$ cat config.mk
export PLATFORM = sky130hd
export DESIGN_NAME = mbb_ctrl
export DESIGN_NICKNAME = d
export VERILOG_FILES = /design/src/rtl/mbb_pkg.sv /design/src/rtl/mbb_ctrl.sv
export SDC_FILE = /design/constraint.sdc
export NUM_CORES = 1
export LEC_CHECK = 0
export BUFFER_PORTS_ARGS = -buffer_cell sky130_fd_sc_hd__buf_2
export CORE_AREA = 2 2 39 41
export DETAILED_ROUTE_END_ITERATION = 12
export DIE_AREA = 0 0 41 43
export GPL_ROUTABILITY_DRIVEN = 0
export PLACE_DENSITY_LB_ADDON = 0.08
export SLEW_MARGIN = 20
export SYNTH_ARGS = -nofsm -noshare
export SYNTH_HDL_FRONTEND = slang
export SYNTH_SLANG_ARGS = --single-unit
$ cat constraint.sdc
create_clock -name clk -period 2.8 [get_ports clk]
set_clock_uncertainty 0.2 [all_clocks]
set_input_delay 0 -clock clk [delete_from_list [all_inputs] [get_ports clk]]
set_output_delay 0 -clock clk [all_outputs]
set_load 0.005 [all_outputs]
$ cat src/rtl/mbb_pkg.sv
// ----------------------------------------------------------------------------
// mbb_pkg
// Shared types and constants of the monochrome bitmap blit with clipping.
// ----------------------------------------------------------------------------
package mbb_pkg;

    localparam int DISPLAY_WIDTH_DEF  = 1404;
    localparam int DISPLAY_HEIGHT_DEF = 1872;

    localparam int REQ_TYPE_W  = 2;
    localparam int SRC_BITS_W  = 8;
    localparam int READ_ADDR_W = 19;
    localparam int READ_DATA_W = 8;
    localparam int CFG_IDX_W   = 2;
    localparam int CFG_DATA_W  = 13;
    localparam int BM_DIM_W    = 12;
    localparam int OFFSET_W    = 13;
    localparam int COL_BYTE_W  = 9;

    // request types
    localparam logic [REQ_TYPE_W-1:0] REQ_CLEAR = 2'd0;
    localparam logic [REQ_TYPE_W-1:0] REQ_SRC   = 2'd1;
    localparam logic [REQ_TYPE_W-1:0] REQ_READ  = 2'd2;

    // configuration register indexes
    localparam logic [CFG_IDX_W-1:0] CFG_BITMAP_WIDTH  = 2'd0;
    localparam logic [CFG_IDX_W-1:0] CFG_BITMAP_HEIGHT = 2'd1;
    localparam logic [CFG_IDX_W-1:0] CFG_OFFSET_X      = 2'd2;
    localparam logic [CFG_IDX_W-1:0] CFG_OFFSET_Y      = 2'd3;

    // controller to datapath
    typedef struct packed {
        logic take;      // input ready
        logic calc;      // clip and cursor step
        logic mul;       // row times display width
        logic addr;      // byte address and pixel mask
        logic rd_a;
        logic wr_a;
        logic rd_b;
        logic wr_b;
        logic clr_step;  // zero one framebuffer byte
        logic rd_fb;     // framebuffer read for a read request
        logic out_load;  // load result register
    } mbb_cmd_t;

    // datapath to controller
    typedef struct packed {
        logic                  in_valid;
        logic [REQ_TYPE_W-1:0] req_type;
        logic                  src_skip;
        logic                  clr_last;
        logic                  out_full;
    } mbb_stat_t;

endpackage

$ cat src/rtl/mbb_ctrl.sv
// ----------------------------------------------------------------------------
// mbb_ctrl
// Sequencer: clear sweep, source byte read-modify-write, framebuffer read.
// ----------------------------------------------------------------------------
module mbb_ctrl
(
    input  logic               clk,
    input  logic               rst_n,
    input  mbb_pkg::mbb_stat_t stat,
    output mbb_pkg::mbb_cmd_t  cmd
);
    import mbb_pkg::*;

    typedef enum logic [3:0] {
        ST_CLEAR,
        ST_IDLE,
        ST_CALC,
        ST_MUL,
        ST_ADDR,
        ST_RD_A,
        ST_WR_A,
        ST_RD_B,
        ST_WR_B,
        ST_FB_RD,
        ST_FB_OUT
    } state_t;

    state_t state_reg;
    state_t state_next;

    always_comb
    begin
        state_next = state_reg;
        case (state_reg)
            ST_CLEAR:
            begin
                if (stat.clr_last)
                begin
                    state_next = ST_IDLE;
                end
            end
            ST_IDLE:
            begin
                if (stat.in_valid)
                begin
                    case (stat.req_type)
                        REQ_CLEAR: state_next = ST_CLEAR;
                        REQ_SRC:   state_next = stat.src_skip ? ST_IDLE : ST_CALC;
                        REQ_READ:  state_next = ST_FB_RD;
                        default:   state_next = ST_IDLE;
                    endcase
                end
            end
            ST_CALC:   state_next = ST_MUL;
            ST_MUL:    state_next = ST_ADDR;
            ST_ADDR:   state_next = ST_RD_A;
            ST_RD_A:   state_next = ST_WR_A;
            ST_WR_A:   state_next = ST_RD_B;
            ST_RD_B:   state_next = ST_WR_B;
            ST_WR_B:   state_next = ST_IDLE;
            ST_FB_RD:  state_next = ST_FB_OUT;
            ST_FB_OUT:
            begin
                // hold until the result register frees up
                if (!stat.out_full)
                begin
                    state_next = ST_IDLE;
                end
            end
            default:   state_next = ST_IDLE;
        endcase
    end

    always_ff @(posedge clk or negedge rst_n)
    begin
        if (!rst_n)
        begin
            state_reg <= ST_CLEAR;
        end
        else
        begin
            state_reg <= state_next;
        end
    end

    always_comb
    begin
        cmd          = '0;
        cmd.take     = (state_reg == ST_IDLE);
        cmd.calc     = (state_reg == ST_CALC);
        cmd.mul      = (state_reg == ST_MUL);
        cmd.addr     = (state_reg == ST_ADDR);
        cmd.rd_a     = (state_reg == ST_RD_A);
        cmd.wr_a     = (state_reg == ST_WR_A);
        cmd.rd_b     = (state_reg == ST_RD_B);
        cmd.wr_b     = (state_reg == ST_WR_B);
        cmd.clr_step = (state_reg == ST_CLEAR);
        cmd.rd_fb    = (state_reg == ST_FB_RD);
        cmd.out_load = (state_reg == ST_FB_OUT) && !stat.out_full;
    end

endmodule

Word-level counts from Yosys, hierarchy flattened
Cells that the tools add are included.

$add $sub $neg: 0. Multipliers: 0. Div/mod/pow operators: 0. Magnitude comparators: 0. Equal/unequal tests: 15. Shift-type cells: 0. Muxes and demuxes: 6. Bitwise gates (word level): 0. Reductions and logical operators: 5.

Operator list (number): 4-bit one-hot mux with 10 select lines (1); 4-bit by 3-bit == test with 1-bit output (second input constant) (4); 4-bit == test (second input constant) (3); 4-bit two-way mux (3); 4-bit one-hot mux with 3 select lines (1); 4-bit by 2-bit == test with 1-bit output (second input constant) (2); 2-bit inequality test (second input constant) (3); 4-bit by 1-bit == test with 1-bit output (second input constant) (1); 4-bit logical NOT (1); 3-bit AND reduction (1); 2-bit by 1-bit == test with 1-bit output (second input constant) (1); 2-bit == test (second input constant) (1); 2-bit logical NOT (1); 2-bit two-way mux (1); 1-bit logical AND (1); 1-bit logical NOT (1).

Bits in registers: 4. Latch bits: 0. RAM bits: 0. Memory bits (read-only): 0. Word-level logic and storage cells: 27. Memories: 0.

Longest topological paths before layout
Gate-level depths: netlist of run 1.

Depth in word-level cells: 4. Depth in mapped cells: 6.

Worst setup path after synthesis of run 1
OpenSTA, ideal clock, no wires.

Path type: reg2reg. Start: reg state_reg[2]. End: reg state_reg[3]. Library setup time: 122 ps. Arrival time: 1378 ps. Data required time: 2478 ps. Path slack: 1100 ps. Cell stages (with the launch flop): 6. Path buffers: 2. Cells stage by stage: dfrtp_1 > buf_6 > or2_1 > clkbuf_2 > or3_4 > a32o_1.

Word-level cells in the longest chain between the ends: 3. Elaborated cells on any way between the ends: 15.

Ends and longest elaborated chain: start, declared (RTL line mbb_ctrl.sv:28) `state_t state_reg;`; start signal, assigned (RTL line mbb_ctrl.sv:82) `state_reg <= state_next;`; 4-bit by 1-bit == test with 1-bit output (tied with other cells) (RTL line mbb_ctrl.sv:34) `case (state_reg)`; 2-bit inequality test (no line); 3-bit AND reduction (no line).

Parallel ways exist; a longest one is shown, timed or not. A chain may end at the register's enable or synchronous reset.

Worst setup path in the final report of run 1
Start: reg state_reg[3]. End: reg state_reg[3].

Same word-level chain as after synthesis.

==> flow_summary.json, run 1 <==
{
  "run_status": "completed",
  "crit_fanout": 12,
  "setup_viol": 0,
  "die_y_um": 43,
  "finalPower_uw": 466.7,
  "layoutNonFillerInstCount": 90,
  "port_buffers": 18,
  "muxShareOfSynthArea_pct": 0,
  "grt.overflow.total": 0,
  "post-place-ws_ns": 1.008,
  "yosys.area_share.xor_xnor_pct": 2.349,
  "slew_violations": 0,
  "pin_count": 19,
  "critical_path_class": "register to register",
  "worstPathRequired_ns": 2.71,
  "cts_sinks": 4,
  "max_freq_mhz": 426.6,
  "drive_gt1_share_pct": 29.73,
  "antenna_cells": 0,
  "p_leak_nw": 0.2630,
  "vias": 425,
  "fin_crit_sh_pct": 83.71,
  "timing.hold.ws_ns": 0.01076,
  "critPathCaptureType": "register",
  "clkPwrFrac_pct": 15.3,
  "multi_input_area_um2": 237.7,
  "ant_nets": 0,
  "synth_compound_area_share_pct": 23.15,
  "mostFrequentLayoutCell": "buf_2",
  "synth-simple-area-share_pct": 38.26,
  "tightest_slew_ns": 0.3618,
  "cts_tree": "built",
  "clock_latency_ns": 0.23,
  "path_cells": "or2_1 -> or3_4 -> a32o_1 -> dlygate4sd3_1",
  "grt_pass1_vias": 394,
  "cap_violations": 0,
  "drc_errors": 0,
  "antenna_found_initial": 0,
  "root_buffer": "clkbuf_4",
  "grt_start_max_net_pins": 13,
  "path_buf_inv": 1,
  "regArea_um2": 100.1,
  "hold_violations": 0,
  "fin_setup_tns_ns": 0,
  "p_seq_share_pct": 30.2,
  "die_w_um": 41,
  "startpoint_type": "register",
  "comb_power_share_pct": 54.5,
  "firstDrtPassIters": 4,
  "cts_buffer_depth": 2,
  "synth_nets": 62,
  "layout_min_cycle_time_ns": 2.344,
  "avgSynthCellArea_um2": 6.905,
  "dp_cells": 83,
  "core_area_um2": 1384,
  "fillers": 166,
  "grt_usage_pct": 14.11,
  "setup_slack_ns": 0.4561,
  "rows": 14,
  "rsz0062_at_grt": "false",
  "arrival_ns": 2.26,
  "ys_seq_area_share_pct": 26.85,
  "netSwitchingPower_uw": 211.2,
  "numCtsBuffers": 3,
  "hpwl_um": 721.5,
  "synth_top_family_by_area": "simple AND/OR/NAND/NOR gates",
  "dieArea_um2": 1763,
  "synth_seq_cells": 4,
  "synthDistinctLibCells": 22,
  "synth_area_um2": 372.9,
  "routedWlPerCell_um": 11.13,
  "slowest_stage": "dlygate4sd3_1",
  "start_util_pct": 26.94,
  "wl_mm": 1.002,
  "post_cts_buffers": 0,
  "grt_pass1_wl_mm": 1.718,
  "synthToLayoutAreaGrowth_pct": 38.93,
  "drtIter0Drc": 9,
  "syn-instance-count": 54,
  "power.density_nw_per_um2": 901.0,
  "slowest_delay_ns": 0.55,
  "relSlewSlack_pct": 75.88,
  "cts_resized": 0,
  "p_int_uw": 255.5,
  "h-tree-depth": 1,
  "swShare_pct": 45.25,
  "final_nets": 84,
  "layout_common_cells": "18 x buf_2, 11 x nor2_1, 6 x nor3_1",
  "clkTransAtPathRegs_ns": 0.04,
  "hold_class": "input port to register",
  "synthAdderAreaFrac_pct": 0,
  "ir_drop_v": 0.0004242,
  "vias_per_cell": 4.722,
  "yosysWarnings": 0,
  "largest_register_ffs": 4,
  "crit_family": "simple AND/OR/NAND/NOR gates",
  "ctsHoldBuffers": 4
}
==> layout make-up <==
cell class / count / share of cell area, %
multi-input cells: 43 / 45.89
flip-flops and latches: 4 / 19.32
repair buffers: 22 / 25.12
well taps: 16 / 3.865
inverters: 2 / 1.449
clock buffers: 3 / 4.348
==> metrics by stage <==
step | util, % | cell area, um^2
2_1_floorplan | - | 372.9
3_3_place_gp | 32.91 | 455.4
3_5_place_dp | 32.91 | 455.4
4_1_cts | 37.43 | 518.0
5_1_grt | 37.43 | 518.0
6_report | 37.43 | 518.0
==> synth_stat cells, drive strengths merged <==
| cell type | instances | area share, % |
|---|---|---|
| o21ai | 4 | 5.4 |
| inv | 2 | 2.0 |
| xor2 | 1 | 2.3 |
| dfrtp | 4 | 27 |
| a211oi | 1 | 2.0 |
| nor2b | 1 | 1.7 |
| nor3 | 6 | 8.1 |
| buf | 1 | 3.0 |
| a21o | 1 | 2.0 |
| nand2 | 1 | 1.0 |
| a32o | 1 | 2.7 |
| or2b | 1 | 2.0 |
| or2 | 1 | 1.7 |
| a31oi | 1 | 1.7 |
| nand2b | 5 | 8.4 |
| a21oi | 5 | 6.7 |
| o32a | 1 | 2.7 |
| nor2 | 11 | 11 |
| nand3 | 1 | 1.3 |
| or3 | 1 | 3.0 |
| clkbuf | 4 | 4.4 |
==> tightest hold or removal path, stage by stage <==
cell and delay (ns):
buf_2 0.07, nor3_1 0.03, a31oi_1 0.14, o32a_1 0.16
==> cell families (layout without fill, tap and decap cells) <==
logic type	Yosys count	after routing
buf+inv	7	27
xor+xnor	1	1
compound gates	14	14
simple gates	28	28
flops	4	4
==> metal layers <==
metal	vias up	global-route usage, %	part of all wire [%]	wire [um]
met5	-	0	0	0
met4	0	2.000	0	0
met3	0	6.806	5.9	59
met2	9	18.75	47	471
met1	190	20.85	47	472
li1	226	-	-	-
==> power by group through the flow <==
stage / Sequential [mW] / Combinational, mW / Clock, mW
2_1_floorplan: 0.0894 / 0.234 / 0
3_3_place_gp: 0.142 / 0.252 / 0
3_5_place_dp: 0.142 / 0.248 / 0
4_1_cts: 0.142 / 0.258 / 0.0767
5_1_grt: 0.152 / 0.285 / 0.0817
6_report: 0.141 / 0.254 / 0.0714
==> worst paths after layout <==
kind / slack, ns / endpoint / from / cells after the start
hold / removal: 0.01 / state_reg[0] / stat[1] / 4
setup / recovery: 0.46 / state_reg[3] / state_reg[3] / 4
max in group asynchronous: 1.79 / state_reg[2] / rst_n / 3
setup reg to reg: 0.46 / state_reg[3] / state_reg[3] / 4
min in group asynchronous: 0.45 / state_reg[0] / rst_n / 3
hold reg to reg: 0.46 / state_reg[2] / state_reg[3] / 1
Note: power is estimated with default switching activity, not from simulation.
==> inputs of run 2 (changes only) <==
==> constraint.sdc (replaced) <==
create_clock -name clk -period 2.1 [get_ports clk]
set_clock_uncertainty 0.2 [all_clocks]
set_input_delay 0 -clock clk [delete_from_list [all_inputs] [get_ports clk]]
set_output_delay 0 -clock clk [all_outputs]
set_load 0.005 [all_outputs]
==> run 2 against run 1 <==
  * Hold slack better by 0.0065 ns
  * Cell area is 1.4% higher
  * Final cell count is 1.1% higher
  * Clock power is 37% higher
  * Sequential share of layout area is 0.28 points lower
  * Register-to-register slack worse by 0.09 ns
  * Non-clock buffer count is 1 higher
  * Via count is 2.8% higher
  * Power is 35% higher
  * Largest power group unchanged
==> flow_summary.json, run 2 (synthesis results as in run 1) <==
{
  "regArea_um2": 100.1,
  "layout_common_cells": "18 x buf_2, 11 x nor2_1, 6 x nor3_1",
  "power.density_nw_per_um2": 1198,
  "slew_violations": 0,
  "arrival_ns": 1.66,
  "relSlewSlack_pct": 74.98,
  "p_leak_nw": 0.2661,
  "port_buffers": 18,
  "grt.overflow.total": 0,
  "cts_sinks": 4,
  "vias_per_cell": 4.802,
  "cts_resized": 0,
  "cap_violations": 0,
  "ctsHoldBuffers": 4,
  "die_w_um": 41,
  "vias": 437,
  "run_status": "completed",
  "grt_usage_pct": 14.19,
  "grt_start_max_net_pins": 13,
  "hold_class": "input port to register",
  "ant_nets": 0,
  "h-tree-depth": 1,
  "setup_slack_ns": 0.3629,
  "setup_viol": 0,
  "root_buffer": "clkbuf_4",
  "rows": 14,
  "start_util_pct": 26.94,
  "max_freq_mhz": 575.7,
  "pin_count": 19,
  "firstDrtPassIters": 6,
  "post_cts_buffers": 0,
  "drive_gt1_share_pct": 30.67,
  "cts_tree": "built",
  "antenna_cells": 0,
  "synthToLayoutAreaGrowth_pct": 40.94,
  "drc_errors": 0,
  "drtIter0Drc": 6,
  "mostFrequentLayoutCell": "buf_2",
  "post-place-ws_ns": 0.3600,
  "final_nets": 85,
  "wl_mm": 1.029,
  "cts_buffer_depth": 2,
  "fin_crit_sh_pct": 82.72,
  "multi_input_area_um2": 237.7,
  "die_y_um": 43,
  "grt_pass1_vias": 371,
  "critPathCaptureType": "register",
  "routedWlPerCell_um": 11.31,
  "largest_register_ffs": 4,
  "startpoint_type": "register",
  "clock_latency_ns": 0.24,
  "tightest_slew_ns": 0.3753,
  "layout_min_cycle_time_ns": 1.737,
  "worstPathRequired_ns": 2.03,
  "fillers": 169,
  "grt_pass1_wl_mm": 1.697,
  "dieArea_um2": 1763,
  "numCtsBuffers": 3,
  "critical_path_class": "register to register",
  "fin_setup_tns_ns": 0,
  "core_area_um2": 1384,
  "rsz0062_at_grt": "false",
  "ir_drop_v": 0.0005369,
  "crit_fanout": 10,
  "hpwl_um": 729.2,
  "hold_violations": 0,
  "antenna_found_initial": 0,
  "clkTransAtPathRegs_ns": 0.04
}
## run 2: cell count changes in the layout (fill, tap and decap cells not counted), sizes merged
cell | before | now
buf | 18 | 19
## run 2: through the flow
| stage | hold slack, ns | instance area (um^2) | power [mW] | utilization (%) | instances |
|---|---|---|---|---|---|
| CTS | 0.008744 | 525.5 | 0.6392 | 37.97 | 91 |
| floorplan | -0.4956 | 372.9 | 0.4318 | - | 54 |
| detailed placement | -0.3911 | 462.9 | 0.5304 | 33.45 | 84 |
| global placement | -0.3896 | 462.9 | 0.5367 | 33.45 | 84 |
| global route | 0.02956 | 525.5 | 0.6951 | 37.97 | 91 |
| finish | 0.01721 | 525.5 | 0.6295 | 37.97 | 91 |
## run 2: power breakdown
group          internal, mW  total, mW  switching [mW]
Clock                0.0641     0.0979          0.0338
Combinational         0.171      0.359           0.188
Sequential            0.108      0.173          0.0652
## run 2: critical path: stages, from the launching register on
cell	delay (ns)
dfrtp_1	0.47
or2_1	0.35
or3_4	0.37
a32o_1	0.25
## run 2: worst paths after layout
check | slack [ns] | cells past startpoint | endpoint | from
worst max-delay path | 0.36 | 3 | state_reg[3] | state_reg[2]
worst min-delay path | 0.02 | 4 | state_reg[0] | stat[1]
worst max register to register | 0.36 | 3 | state_reg[3] | state_reg[2]
worst min register to register | 0.39 | 2 | state_reg[2] | state_reg[3]
max in group asynchronous | 1.08 | 3 | state_reg[2] | rst_n
min in group asynchronous | 0.45 | 3 | state_reg[0] | rst_n
## run 2: metal layers
layer / up-vias / wire (um) / track usage [%]
li1: 228 / - / -
met1: 196 / 514 / 22.01
met2: 13 / 448 / 18.13
met3: 0 / 66 / 6.283
met4: 0 / 0 / 2.000
met5: - / 0 / 0
## run 2: final cells by class
cell class              instances  area share, %
clock buffers                   3          4.286
inverters                       2          1.429
multi-input cells              43          45.24
flip-flops and latches          4          19.05
well taps                      16          3.810
repair buffers                 23          26.19
==> inputs of run 3 (changes only) <==
==> constraint.sdc (replaced) <==
create_clock -name clk -period 1.7 [get_ports clk]
set_clock_uncertainty 0.2 [all_clocks]
set_input_delay 0 -clock clk [delete_from_list [all_inputs] [get_ports clk]]
set_output_delay 0 -clock clk [all_outputs]
set_load 0.005 [all_outputs]
==> run 3 against run 2 <==
  * Sequential share of layout area shrank 0.87 points
  * Via count shrank 1.8%
  * Count of clock-buffer cells in the layout is the same
  * Combinational power grew 37%
  * Final cell count grew 3.3%
  * Non-clock buffer count grew 3
  * Hold slack gained 0.040 ns
==> flow_summary.json, run 3 (synthesis results as in run 1) <==
{
  "run_status": "completed",
  "worstPathRequired_ns": 1.61,
  "clkPwrFrac_pct": 14.2,
  "p_int_uw": 455.4,
  "grt_usage_pct": 13.47,
  "post_cts_buffers": 0,
  "numCtsBuffers": 3,
  "critPathCaptureType": "register",
  "fillers": 142,
  "critical_path_class": "register to register",
  "path_buf_inv": 0,
  "ant_nets": 0,
  "die_w_um": 41,
  "regArea_um2": 100.1,
  "cts_resized": 0,
  "p_leak_nw": 0.2803,
  "cap_violations": 0,
  "arrival_ns": 1.48,
  "core_area_um2": 1384,
  "hold_depth": 4,
  "vias": 429,
  "hold_class": "input port to register",
  "dp_cells": 86,
  "reg2reg_depth": 3,
  "placed_area_um2": 478.0,
  "timing.hold.ws_ns": 0.05768,
  "cts_sinks": 4,
  "wl_um": 993,
  "slowest_delay_ns": 0.41,
  "layout_common_cells": "18 x buf_2, 11 x nor2_1, 6 x nor3_1",
  "pin_count": 19,
  "p_seq_share_pct": 24.6,
  "cts_buffer_depth": 2,
  "firstDrtPassIters": 4,
  "cp_num_cells": 3,
  "setup_viol": 0,
  "netSwitchingPower_uw": 350.1,
  "start_util_pct": 26.94,
  "largest_register_ffs": 4,
  "hold_violations": 0,
  "routedWlPerCell_um": 10.56,
  "layout_min_cycle_time_ns": 1.571,
  "setup_slack_ns": 0.1285,
  "die_y_um": 43,
  "antenna_cells": 0,
  "mostFrequentLayoutCell": "buf_2",
  "grt_start_max_net_pins": 13,
  "comb_power_share_pct": 61.1,
  "power.density_nw_per_um2": 1463,
  "drtIter0Drc": 3,
  "multi_input_area_um2": 237.7,
  "drc_errors": 0,
  "rows": 14,
  "grt.overflow.total": 0,
  "crit_fanout": 5,
  "post-place-ws_ns": 0.1397,
  "synthToLayoutAreaGrowth_pct": 47.65,
  "slowest_stage": "dfrtp_1",
  "relSlewSlack_pct": 77.33,
  "antenna_found_initial": 0,
  "fin_crit_sh_pct": 92.44,
  "vias_per_cell": 4.564,
  "port_buffers": 18,
  "clkTransAtPathRegs_ns": 0.04,
  "grt_pass1_wl_mm": 1.621,
  "path_cells": "or2_1 -> or3_4 -> a32o_1",
  "final_nets": 88,
  "root_buffer": "clkbuf_4",
  "hpwl_um": 747.1,
  "h-tree-depth": 1,
  "cts_tree": "built",
  "fin_setup_tns_ns": 0,
  "max_freq_mhz": 636.4,
  "crit_family": "simple AND/OR/NAND/NOR gates",
  "dieArea_um2": 1763,
  "rsz0062_at_grt": "false",
  "startpoint_type": "register",
  "fin_area_um2": 550.5,
  "grt_pass1_vias": 357,
  "layoutNonFillerInstCount": 94,
  "slew_violations": 0,
  "clock_latency_ns": 0.23,
  "drive_gt1_share_pct": 32.05,
  "ir_drop_v": 0.0007559,
  "swShare_pct": 43.46,
  "tightest_slew_ns": 0.3400
}
==> run 3: cell types whose count changed in the layout (fill, tap and decap cells not counted), sizes merged <==
cell,delta
buf,+2
dlygate4sd3,+1
==> run 3: worst paths after layout <==
kind | from | slack (ns) | to
worst max register to register | state_reg[2] | 0.13 | state_reg[3]
worst min-delay path | stat[4] | 0.06 | state_reg[0]
worst max-delay path | state_reg[2] | 0.13 | state_reg[3]
worst min register to register | state_reg[3] | 0.39 | state_reg[2]
max in group asynchronous | rst_n | 0.67 | state_reg[3]
min in group asynchronous | rst_n | 0.46 | state_reg[2]
==> run 3: power groups by stage <==
stage / logic, mW / clock network, mW / registers [mW]
after floorplan: 0.386 / 0 / 0.147
after CTS: 0.498 / 0.123 / 0.200
after detailed placement: 0.487 / 0 / 0.201
after global placement: 0.502 / 0 / 0.200
after global routing: 0.562 / 0.131 / 0.212
final: 0.492 / 0.115 / 0.198
==> run 3: timing repair <==
action / 4_1_cts / 5_1_grt
hold buffers: 5 / 0
setup endpoints to repair: 0 / 0
endpoints found under the hold margin: 6 / 0
==> run 3: metal layers <==
layer | vias to the layer above | GRT usage (%) | routed length (um) | share of wire, %
li1 | 232 | - | - | -
met3 | 0 | 4.712 | 37 | 3.7
met1 | 187 | 20.00 | 496 | 50
met5 | - | 0 | 0 | 0
met4 | 0 | 4.000 | 0 | 0
met2 | 10 | 17.81 | 458 | 46
==> run 3: area by class of cell <==
class	count	area share, %
Multi-Input combinational cell	43	43.18
Timing Repair Buffer	26	29.55
Sequential cell	4	18.18
Clock buffer	3	4.091
Tap cell	16	3.636
Inverter	2	1.364
==> run 3: per-stage QoR <==
step / power [mW] / utilization (%)
final: 0.8055 / 39.78
after global routing: 0.9047 / 39.78
after CTS: 0.8206 / 39.78
after detailed placement: 0.6874 / 34.54
after global placement: 0.7021 / 34.54
after floorplan: 0.5334 / -
==> run 3: tightest hold or removal path, delay by kind of cell <==
kind / cells / cell delay [ns]
compound gates: 2 / 0.26
buf+inv: 1 / 0.11
simple gates: 1 / 0.07
